$ cat src/hw/rtl/gsfp_pkg.sv
// Shared types and constants for the gas sensor frame parser.
package gsfp_pkg;

  localparam logic [7:0] START_BYTE   = 8'hFF;
  localparam logic [7:0] READ_COMMAND = 8'h86;

  typedef enum logic [1:0] {
    STATUS_OK       = 2'd0,
    STATUS_MISMATCH = 2'd1,
    STATUS_BAD_CMD  = 2'd2
  } status_t;

  // Completed frame as handed from the front end to the back end.
  typedef struct packed {
    logic        cmd_ok;
    logic [15:0] value;
    logic [7:0]  computed;
    logic [7:0]  received;
  } frame_t;

  // Result item as delivered on the output queue.
  typedef struct packed {
    status_t     status;
    logic [15:0] frame_value;
    logic [15:0] concentration_tenths;
    logic        reading_valid;
    logic [15:0] checksum_errors;
    logic [7:0]  computed_sum;
    logic [7:0]  received_sum;
  } result_t;

endpackage

$ cat src/hw/rtl/gas_sensor_frame_parser.sv
// The last byte of a frame pushes the completed frame into the frame queue; the back end then
// takes it and pushes its result into the output queue; the result then shows on the ports.
// Throughput: one byte per cycle; each end takes one item per cycle unless its queue is full.
// Full rises only when the frame queue between front and back end is full.
// Reset (rst, synchronous): parser idles hunting for the start byte, reading and
// error counter clear, both queues empty.
module gas_sensor_frame_parser #(
  parameter int FRAME_LENGTH = 9,
  parameter int QUEUE_DEPTH  = 2
) (
  input  logic        clk,
  input  logic        rst,
  // byte input, queue style
  input  logic        push,
  output logic        full,
  input  logic [7:0]  rx_byte,
  // result output, queue style
  output logic        empty,
  input  logic        pop,
  output logic [1:0]  frame_status,
  output logic [15:0] frame_value,
  output logic [15:0] concentration_tenths,
  output logic        reading_valid,
  output logic [15:0] checksum_errors,
  output logic [7:0]  computed_sum,
  output logic [7:0]  received_sum
);

  localparam int FW = $bits(gsfp_pkg::frame_t);
  localparam int RW = $bits(gsfp_pkg::result_t);

  logic              in_accept;
  logic              frame_done;
  gsfp_pkg::frame_t  front_frame;
  logic              mid_full;
  logic              mid_empty;
  logic [FW-1:0]     mid_rdata;
  gsfp_pkg::frame_t  mid_frame;
  logic              frame_take;
  logic              out_full;
  logic              result_push;
  gsfp_pkg::result_t back_result;
  logic [RW-1:0]     out_rdata;
  gsfp_pkg::result_t out_result;

  // Accept a byte whenever the frame queue has room; only the last byte of a
  // frame pushes into it, so a stalled consumer throttles the input only once
  // completed frames pile up.
  assign full      = mid_full;
  assign in_accept = push && !full;

  // Front end: framing and running checksum.
  gsfp_front #(
    .FRAME_LENGTH(FRAME_LENGTH)
  ) u_front (
    .clk        (clk),
    .rst        (rst),
    .accept     (in_accept),
    .rx_byte    (rx_byte),
    .frame_done (frame_done),
    .frame      (front_frame)
  );

  // Decoupling queue of completed frames.
  gsfp_fifo #(
    .WIDTH(FW),
    .DEPTH(QUEUE_DEPTH)
  ) u_mid_q (
    .clk   (clk),
    .rst   (rst),
    .push  (frame_done),
    .wdata (FW'(front_frame)),
    .full  (mid_full),
    .pop   (frame_take),
    .rdata (mid_rdata),
    .empty (mid_empty)
  );

  assign mid_frame = gsfp_pkg::frame_t'(mid_rdata);

  // Back end: verdict, last good reading, error counter.
  gsfp_back u_back (
    .clk         (clk),
    .rst         (rst),
    .frame_ready (!mid_empty),
    .frame       (mid_frame),
    .frame_take  (frame_take),
    .result_full (out_full),
    .result_push (result_push),
    .result      (back_result)
  );

  // Output queue: hold results while the consumer stalls.
  gsfp_fifo #(
    .WIDTH(RW),
    .DEPTH(QUEUE_DEPTH)
  ) u_out_q (
    .clk   (clk),
    .rst   (rst),
    .push  (result_push),
    .wdata (RW'(back_result)),
    .full  (out_full),
    .pop   (pop),
    .rdata (out_rdata),
    .empty (empty)
  );

  assign out_result           = gsfp_pkg::result_t'(out_rdata);
  assign frame_status         = 2'(out_result.status);
  assign frame_value          = out_result.frame_value;
  assign concentration_tenths = out_result.concentration_tenths;
  assign reading_valid        = out_result.reading_valid;
  assign checksum_errors      = out_result.checksum_errors;
  assign computed_sum         = out_result.computed_sum;
  assign received_sum         = out_result.received_sum;

  // A frame completes only on an accepted byte.
  a_frame_on_accept: assert property (@(posedge clk) disable iff (rst)
    frame_done |-> in_accept)
    else $error("frame completed without an accepted byte");

  // A passing frame becomes the current reading.
  a_ok_updates_reading: assert property (@(posedge clk) disable iff (rst)
    (result_push && back_result.status == gsfp_pkg::STATUS_OK) |->
      (back_result.reading_valid &&
       back_result.concentration_tenths == back_result.frame_value))
    else $error("accepted frame did not update the reading");

  // A checksum failure clears valid and bumps the counter by one.
  a_mismatch_counts: assert property (@(posedge clk) disable iff (rst)
    (result_push && back_result.status == gsfp_pkg::STATUS_MISMATCH) |=>
      (!u_back.valid_flag &&
       u_back.err_count == $past(back_result.checksum_errors)))
    else $error("checksum failure not recorded");

endmodule

$ cat src/hw/rtl/gsfp_fifo.sv
// Small synchronous queue with first-word fall-through read.
module gsfp_fifo #(
  parameter int WIDTH = 8,
  parameter int DEPTH = 2
) (
  input  logic             clk,
  input  logic             rst,
  input  logic             push,
  input  logic [WIDTH-1:0] wdata,
  output logic             full,
  input  logic             pop,
  output logic [WIDTH-1:0] rdata,
  output logic             empty
);

  localparam int AW = (DEPTH > 1) ? $clog2(DEPTH) : 1;
  localparam int CW = $clog2(DEPTH + 1);
  localparam logic [AW-1:0] LAST_PTR  = AW'(DEPTH - 1);
  localparam logic [CW-1:0] DEPTH_CNT = CW'(DEPTH);

  logic [WIDTH-1:0] mem [DEPTH];
  logic [AW-1:0]    wr_ptr;
  logic [AW-1:0]    rd_ptr;
  logic [CW-1:0]    count;
  logic             do_push;
  logic             do_pop;

  assign full    = (count == DEPTH_CNT);
  assign empty   = (count == '0);
  assign do_push = push && !full;
  assign do_pop  = pop && !empty;
  assign rdata   = mem[rd_ptr];

  always_ff @(posedge clk) begin
    if (do_push) begin
      mem[wr_ptr] <= wdata;
    end
  end

  always_ff @(posedge clk) begin
    if (rst) begin
      wr_ptr <= '0;
      rd_ptr <= '0;
      count  <= '0;
    end else begin
      if (do_push) begin
        wr_ptr <= (wr_ptr == LAST_PTR) ? '0 : wr_ptr + 1'b1;
      end
      if (do_pop) begin
        rd_ptr <= (rd_ptr == LAST_PTR) ? '0 : rd_ptr + 1'b1;
      end
      if (do_push && !do_pop) begin
        count <= count + 1'b1;
      end else if (do_pop && !do_push) begin
        count <= count - 1'b1;
      end
    end
  end

endmodule

$ cat src/hw/rtl/gsfp_front.sv
// Front end: byte framing, field capture and running checksum.
module gsfp_front #(
  parameter int FRAME_LENGTH = 9
) (
  input  logic              clk,
  input  logic              rst,
  input  logic              accept,
  input  logic [7:0]        rx_byte,
  output logic              frame_done,
  output gsfp_pkg::frame_t  frame
);

  localparam int PW = $clog2(FRAME_LENGTH + 1);
  localparam logic [PW-1:0] IDLE_POS = PW'(FRAME_LENGTH);
  localparam logic [PW-1:0] LAST_POS = PW'(FRAME_LENGTH - 1);
  localparam logic [PW-1:0] SUM_END  = PW'(FRAME_LENGTH - 2);
  localparam logic [PW-1:0] POS_CMD  = PW'(1);
  localparam logic [PW-1:0] POS_HIGH = PW'(2);
  localparam logic [PW-1:0] POS_LOW  = PW'(3);

  logic [PW-1:0] pos;
  logic [7:0]    running_sum;
  logic [7:0]    command_byte;
  logic [7:0]    value_high;
  logic [7:0]    value_low;
  logic          idle;

  assign idle       = (pos >= IDLE_POS);
  assign frame_done = accept && !idle && (pos == LAST_POS);

  assign frame.cmd_ok   = (command_byte == gsfp_pkg::READ_COMMAND);
  assign frame.value    = {value_high, value_low};
  assign frame.computed = 8'(8'd0 - running_sum);
  assign frame.received = rx_byte;

  always_ff @(posedge clk) begin
    if (rst) begin
      pos          <= IDLE_POS;
      running_sum  <= '0;
      command_byte <= '0;
      value_high   <= '0;
      value_low    <= '0;
    end else if (accept) begin
      if (idle) begin
        // hunt for the start byte, drop everything else
        if (rx_byte == gsfp_pkg::START_BYTE) begin
          pos         <= POS_CMD;
          running_sum <= '0;
        end
      end else begin
        if (pos == POS_CMD) begin
          command_byte <= rx_byte;
        end
        if (pos == POS_HIGH) begin
          value_high <= rx_byte;
        end
        if (pos == POS_LOW) begin
          value_low <= rx_byte;
        end
        if (pos <= SUM_END) begin
          running_sum <= running_sum + rx_byte;
        end
        pos <= pos + 1'b1;
      end
    end
  end

endmodule

$ cat src/hw/rtl/gsfp_back.sv
// Back end: frame verdict, reading state and error counter.
module gsfp_back (
  input  logic              clk,
  input  logic              rst,
  input  logic              frame_ready,
  input  gsfp_pkg::frame_t  frame,
  output logic              frame_take,
  input  logic              result_full,
  output logic              result_push,
  output gsfp_pkg::result_t result
);

  logic [15:0]       last_good;
  logic              valid_flag;
  logic [15:0]       err_count;
  logic [15:0]       last_good_next;
  logic              valid_flag_next;
  logic [15:0]       err_count_next;
  gsfp_pkg::status_t status;

  assign frame_take  = frame_ready && !result_full;
  assign result_push = frame_take;

  always_comb begin
    last_good_next  = last_good;
    valid_flag_next = valid_flag;
    err_count_next  = err_count;
    if (!frame.cmd_ok) begin
      status = gsfp_pkg::STATUS_BAD_CMD;
    end else if (frame.computed != frame.received) begin
      status          = gsfp_pkg::STATUS_MISMATCH;
      err_count_next  = err_count + 16'd1;
      valid_flag_next = 1'b0;
    end else begin
      status          = gsfp_pkg::STATUS_OK;
      last_good_next  = frame.value;
      valid_flag_next = 1'b1;
    end
  end

  assign result.status               = status;
  assign result.frame_value          = frame.value;
  assign result.concentration_tenths = last_good_next;
  assign result.reading_valid        = valid_flag_next;
  assign result.checksum_errors      = err_count_next;
  assign result.computed_sum         = frame.computed;
  assign result.received_sum         = frame.received;

  always_ff @(posedge clk) begin
    if (rst) begin
      last_good  <= '0;
      valid_flag <= 1'b0;
      err_count  <= '0;
    end else if (frame_take) begin
      last_good  <= last_good_next;
      valid_flag <= valid_flag_next;
      err_count  <= err_count_next;
    end
  end

endmodule

$ cat config.mk
export PLATFORM = sky130hd
export DESIGN_NAME = gas_sensor_frame_parser
export DESIGN_NICKNAME = d
export VERILOG_FILES = /design/src/hw/rtl/gsfp_pkg.sv /design/src/hw/rtl/gas_sensor_frame_parser.sv /design/src/hw/rtl/gsfp_fifo.sv /design/src/hw/rtl/gsfp_front.sv /design/src/hw/rtl/gsfp_back.sv
export SDC_FILE = /design/constraint.sdc
export NUM_CORES = 1
export LEC_CHECK = 0
export BUFFER_PORTS_ARGS = -buffer_cell sky130_fd_sc_hd__buf_2
export CELL_PAD_IN_SITES_DETAIL_PLACEMENT = 0
export CELL_PAD_IN_SITES_GLOBAL_PLACEMENT = 1
export CORE_MARGIN = 8
export CORE_UTILIZATION = 50
export CTS_BUF_LIST = sky130_fd_sc_hd__clkbuf_16
export DETAILED_ROUTE_END_ITERATION = 16
export PLACE_DENSITY = 0.8
export SLEW_MARGIN = 20
export SYNTH_ARGS = -nofsm -noshare
export SYNTH_HDL_FRONTEND = slang
export SYNTH_HIERARCHICAL = 1
export SYNTH_SLANG_ARGS = --single-unit
$ cat constraint.sdc
create_clock -name clk -period 3.9 [get_ports clk]
set_clock_uncertainty 0.1 [all_clocks]
set_input_delay 0.39 -clock clk [delete_from_list [all_inputs] [get_ports clk]]
set_output_delay 0.39 -clock clk [all_outputs]
set_load 0.01 [all_outputs]
==> flow_metrics.env <==
export IMPL_result_of_the_run="complete, no violations"
export IMPL_synth_enable_flop_cells=200
export IMPL_worstRegToRegCells=6
export IMPL_worst_endpoint_arrival_ns=3.23
export IMPL_final_core_util_pct=55.7
export IMPL_grt_pass1_wl_um=37000
export IMPL_power_static_leakage_nw=4.84
export IMPL_cts_root_buf="sky130_fd_sc_hd__clkbuf_16"
export IMPL_hold_class="in -> reg"
export IMPL_yosysWarnings=6
export IMPL_clock_fmax_mhz=328
export IMPL_synth_yosys_seq_area_share_pct=62.2
export IMPL_place_inst=1227
export IMPL_synth_top_cells_by_area="sky130_fd_sc_hd__edfxtp_1, sky130_fd_sc_hd__dfxtp_1, sky130_fd_sc_hd__mux2_2"
export IMPL_postCtsResizedCells=0
export IMPL_crit_required_ns=4.08
export IMPL_firstDrtPassIters=4
export IMPL_power_per_cell_area_nw_per_um2=460
export IMPL_cts_hold_buffers=0
export IMPL_fp_dieArea_um2=29700
export IMPL_core_area_um2=24200
export IMPL_maxSlewHeadroom_pct=37.2
export IMPL_criticalPathCategory="reg -> reg"
export IMPL_area_of_all_placed_cells_without_fillers_um2=13500
export IMPL_boundaryPins=81
export IMPL_detail_route_drc_violations=0
export IMPL_dp_hpwl_um=14900
export IMPL_drive_above_1_share_pct=28.1
export IMPL_grt_ovfl_total=0
export IMPL_grt_antenna_before_repair=0
export IMPL_hold_path_endpoint="u_mid_q/mem[0][6]$_DFFE_PP_"
export IMPL_r2r_slack_ns=0.85
export IMPL_final_fill_count=1993
export IMPL_grt_max_degree=68
export IMPL_post_drt_wl_per_cell_um=18.1
export IMPL_tritoncts="built"
export IMPL_rsz0062_at_grt="false"
export IMPL_cts_buffer_depth=3
export IMPL_setup_violations=0
export IMPL_yosysTopAreaCellShare_pct=49.2
export IMPL_placed_area_um2=12600
export IMPL_die_width_um=172
export IMPL_hp_start="rx_byte[6]"
export IMPL_max_vdd_ir_drop_uv=351
export IMPL_power_consumption_mw=6.19
export IMPL_row_count=57
export IMPL_drt_initial_drc_count=365
export IMPL_cts_inserted_buffers=28
export IMPL_syn2layout_area_growth_pct=10.4
export IMPL_cts_sink_count=279
export IMPL_grtUsageTotal_pct=15.8
export IMPL_setup_tns_ns=0
export IMPL_cts_setup_buffers=0
export IMPL_clock_slew_at_reported_path_ffs_ns=0.06
export IMPL_slew_viol_final=0
export IMPL_period_needed_ns=3.05
export IMPL_numPortBuffers=80
export IMPL_fin_crit_sh_pct=78.2
export IMPL_initial_utilization_pct=50.5
export IMPL_nets=961
export IMPL_first_global_vias=6817
export IMPL_place_gp_congestion=0.745
export IMPL_die_height_um=172
export IMPL_synth_fp_nets=921
export IMPL_synth_largest_area_cell="sky130_fd_sc_hd__edfxtp_1"
export IMPL_async_reset_ff_share_pct=0
export IMPL_netlist_area_um2=12200
export IMPL_postSynthCellCount=893
export IMPL_drt_wl_total_um=23100
export IMPL_synth_flop_cell="sky130_fd_sc_hd__edfxtp_1"
export IMPL_vias=6830
export IMPL_cap_violations=0
export IMPL_path_max_fanout=33
export IMPL_drt_vias_per_instance=5.34
export IMPL_insertion_delay_ns=0.55
export IMPL_slew_at_the_pin_closest_to_its_max_slew_limit_ns=0.942
export IMPL_rr_endpoint="u_out_q/mem[0][34]$_DFFE_PP_"
export IMPL_cp_end_kind="flip-flop"
export IMPL_ys_ff_latch=279
export IMPL_num_antenna_cells=0
export IMPL_syn_area_per_cell_um2=13.7
export IMPL_cts_htree_levels=1
export IMPL_finish_cell_count_without_fillers=1279
export IMPL_worst_hold_path_cells=1
export IMPL_yosys_cell_types_count=64
export IMPL_final_hold_viol_count=0
export IMPL_route_antenna_remaining_nets=0
export IMPL_timing_critical_path_from_type="flip-flop"
[metrics by stage]
step	setup WS [ns]	hold slack (ns)
after floorplan	0.798	0.325
after global placement	0.856	0.339
after detailed placement	0.851	0.345
after CTS	0.844	0.0563
after global routing	0.705	0.0746
final	0.850	0.0696
[registers in the layout (all words and copies together) (netlist names), 2 cells and up, named ones only]
name,flops
u_back/last_good,16
u_front/pos,4
u_front/command_byte,8
u_back/err_count,16
u_front/value_low,8
u_mid_q/mem,66
u_out_q/count,2
u_front/value_high,8
u_front/running_sum,8
u_out_q/mem,134
u_mid_q/count,2
[report_power, final]
group / leakage (nW) / total (mW) / internal [mW] / switching [mW]
Combinational: 1.92 / 0.461 / 0.231 / 0.229
Clock: 0.447 / 2.54 / 1.44 / 1.09
Sequential: 2.47 / 3.19 / 3.15 / 0.0427
[cells by family after synthesis]
group	Yosys count	synth area share, %
XOR/XNOR	39	2.80
AND/OR/NAND/NOR	199	8.55
multiplexers	133	12.3
flip-flops	279	62.2
adder cells (fa/ha/maj)	16	1.70
buffers and inverters	97	5.20
AO/OA/AOI/OAI	130	7.34
[cell usage after synthesis (3+ instances only)]
cell                        number
sky130_fd_sc_hd__buf_2          12
sky130_fd_sc_hd__mux2_2        111
sky130_fd_sc_hd__ha_1           15
sky130_fd_sc_hd__o21ai_0         9
sky130_fd_sc_hd__o31ai_1        16
sky130_fd_sc_hd__buf_4          48
sky130_fd_sc_hd__and3_1          4
sky130_fd_sc_hd__or3_1           5
sky130_fd_sc_hd__a211oi_1       15
sky130_fd_sc_hd__nand4_1        21
sky130_fd_sc_hd__a2111oi_4       3
sky130_fd_sc_hd__xnor2_1        14
sky130_fd_sc_hd__nor2b_1        16
sky130_fd_sc_hd__buf_6          10
sky130_fd_sc_hd__and2_1          7
sky130_fd_sc_hd__inv_1          11
sky130_fd_sc_hd__a22o_1          3
sky130_fd_sc_hd__edfxtp_1      200
sky130_fd_sc_hd__clkbuf_1       15
sky130_fd_sc_hd__xor2_1         25
sky130_fd_sc_hd__nand2_1        71
sky130_fd_sc_hd__nor2_1         34
sky130_fd_sc_hd__mux2_1         21
sky130_fd_sc_hd__nand3_1        10
sky130_fd_sc_hd__nand2b_1        7
sky130_fd_sc_hd__dfxtp_1        79
sky130_fd_sc_hd__nor3_1          3
sky130_fd_sc_hd__a21o_1          4
sky130_fd_sc_hd__a21oi_1        61
[cells in the final DEF (no fill, tap or decap), types with 4 or more instances in the layout]
cell / synthesis / routed
sky130_fd_sc_hd__nand3_1: 10 / 10
sky130_fd_sc_hd__clkinv_2: 0 / 4
sky130_fd_sc_hd__a211oi_1: 15 / 15
sky130_fd_sc_hd__nand2b_1: 7 / 7
sky130_fd_sc_hd__mux2_2: 111 / 111
sky130_fd_sc_hd__a21o_1: 4 / 4
sky130_fd_sc_hd__dfxtp_1: 79 / 78
sky130_fd_sc_hd__clkbuf_16: 0 / 28
sky130_fd_sc_hd__clkinv_1: 1 / 8
sky130_fd_sc_hd__buf_2: 12 / 80
sky130_fd_sc_hd__inv_1: 11 / 15
sky130_fd_sc_hd__xnor2_1: 14 / 14
sky130_fd_sc_hd__xor2_1: 25 / 25
sky130_fd_sc_hd__a21oi_1: 61 / 61
sky130_fd_sc_hd__ha_1: 15 / 15
sky130_fd_sc_hd__buf_4: 48 / 11
sky130_fd_sc_hd__nand2_1: 71 / 71
sky130_fd_sc_hd__edfxtp_1: 200 / 200
sky130_fd_sc_hd__and3_1: 4 / 4
sky130_fd_sc_hd__buf_12: 0 / 4
sky130_fd_sc_hd__nor2b_1: 16 / 16
sky130_fd_sc_hd__o31ai_1: 16 / 16
sky130_fd_sc_hd__nor2_1: 34 / 34
sky130_fd_sc_hd__mux2_1: 21 / 21
sky130_fd_sc_hd__nand4_1: 21 / 21
sky130_fd_sc_hd__and2_1: 7 / 6
sky130_fd_sc_hd__or3_1: 5 / 5
sky130_fd_sc_hd__o21ai_0: 9 / 9
[metal layers]
layer / part of all wire (%) / track usage (%)
met1: 46 / 21.4
met2: 47 / 26.2
met3: 4.8 / 2.33
met4: 1.9 / 4.46
met5: 0 / 0
[worst max-delay path by stage]
stage / start / to / slack, ns / cells past startpoint
finish: flip-flop / u_out_q/mem[0][34]$_DFFE_PP_ / 0.85 / 6
global route: flip-flop / u_out_q/mem[0][33]$_DFFE_PP_ / 0.71 / 6
CTS: flip-flop / u_out_q/mem[0][37]$_DFFE_PP_ / 0.84 / 6
detailed placement: flip-flop / u_out_q/mem[1][36]$_DFFE_PP_ / 0.85 / 6
global placement: flip-flop / u_out_q/mem[0][40]$_DFFE_PP_ / 0.86 / 6
floorplan: u_out_q/count[1]$_SDFFE_PP0P_ / u_out_q/mem[1][0]$_DFFE_PP_ / 0.80 / 6
[cell type report]
cell class,count,area (um^2),area share (%)
sequential,279,7590,56.3
inverter,12,45.0,0.334
timing repair buffer,95,563,4.18
clock buffer,28,701,5.20
multi-input combinational,517,3990,29.6
tap,324,405,3.01
clock inverter,24,183,1.36
[critical path, stage by stage, from the launching register on]
cell,delay [ns]
sky130_fd_sc_hd__dfxtp_1,0.31
sky130_fd_sc_hd__buf_4,0.38
sky130_fd_sc_hd__mux2_2,0.42
sky130_fd_sc_hd__xnor2_1,0.24
sky130_fd_sc_hd__and4_4,0.54
sky130_fd_sc_hd__nand3_4,0.33
sky130_fd_sc_hd__mux2_1,0.42
Power figures use the tool's default switching activity.
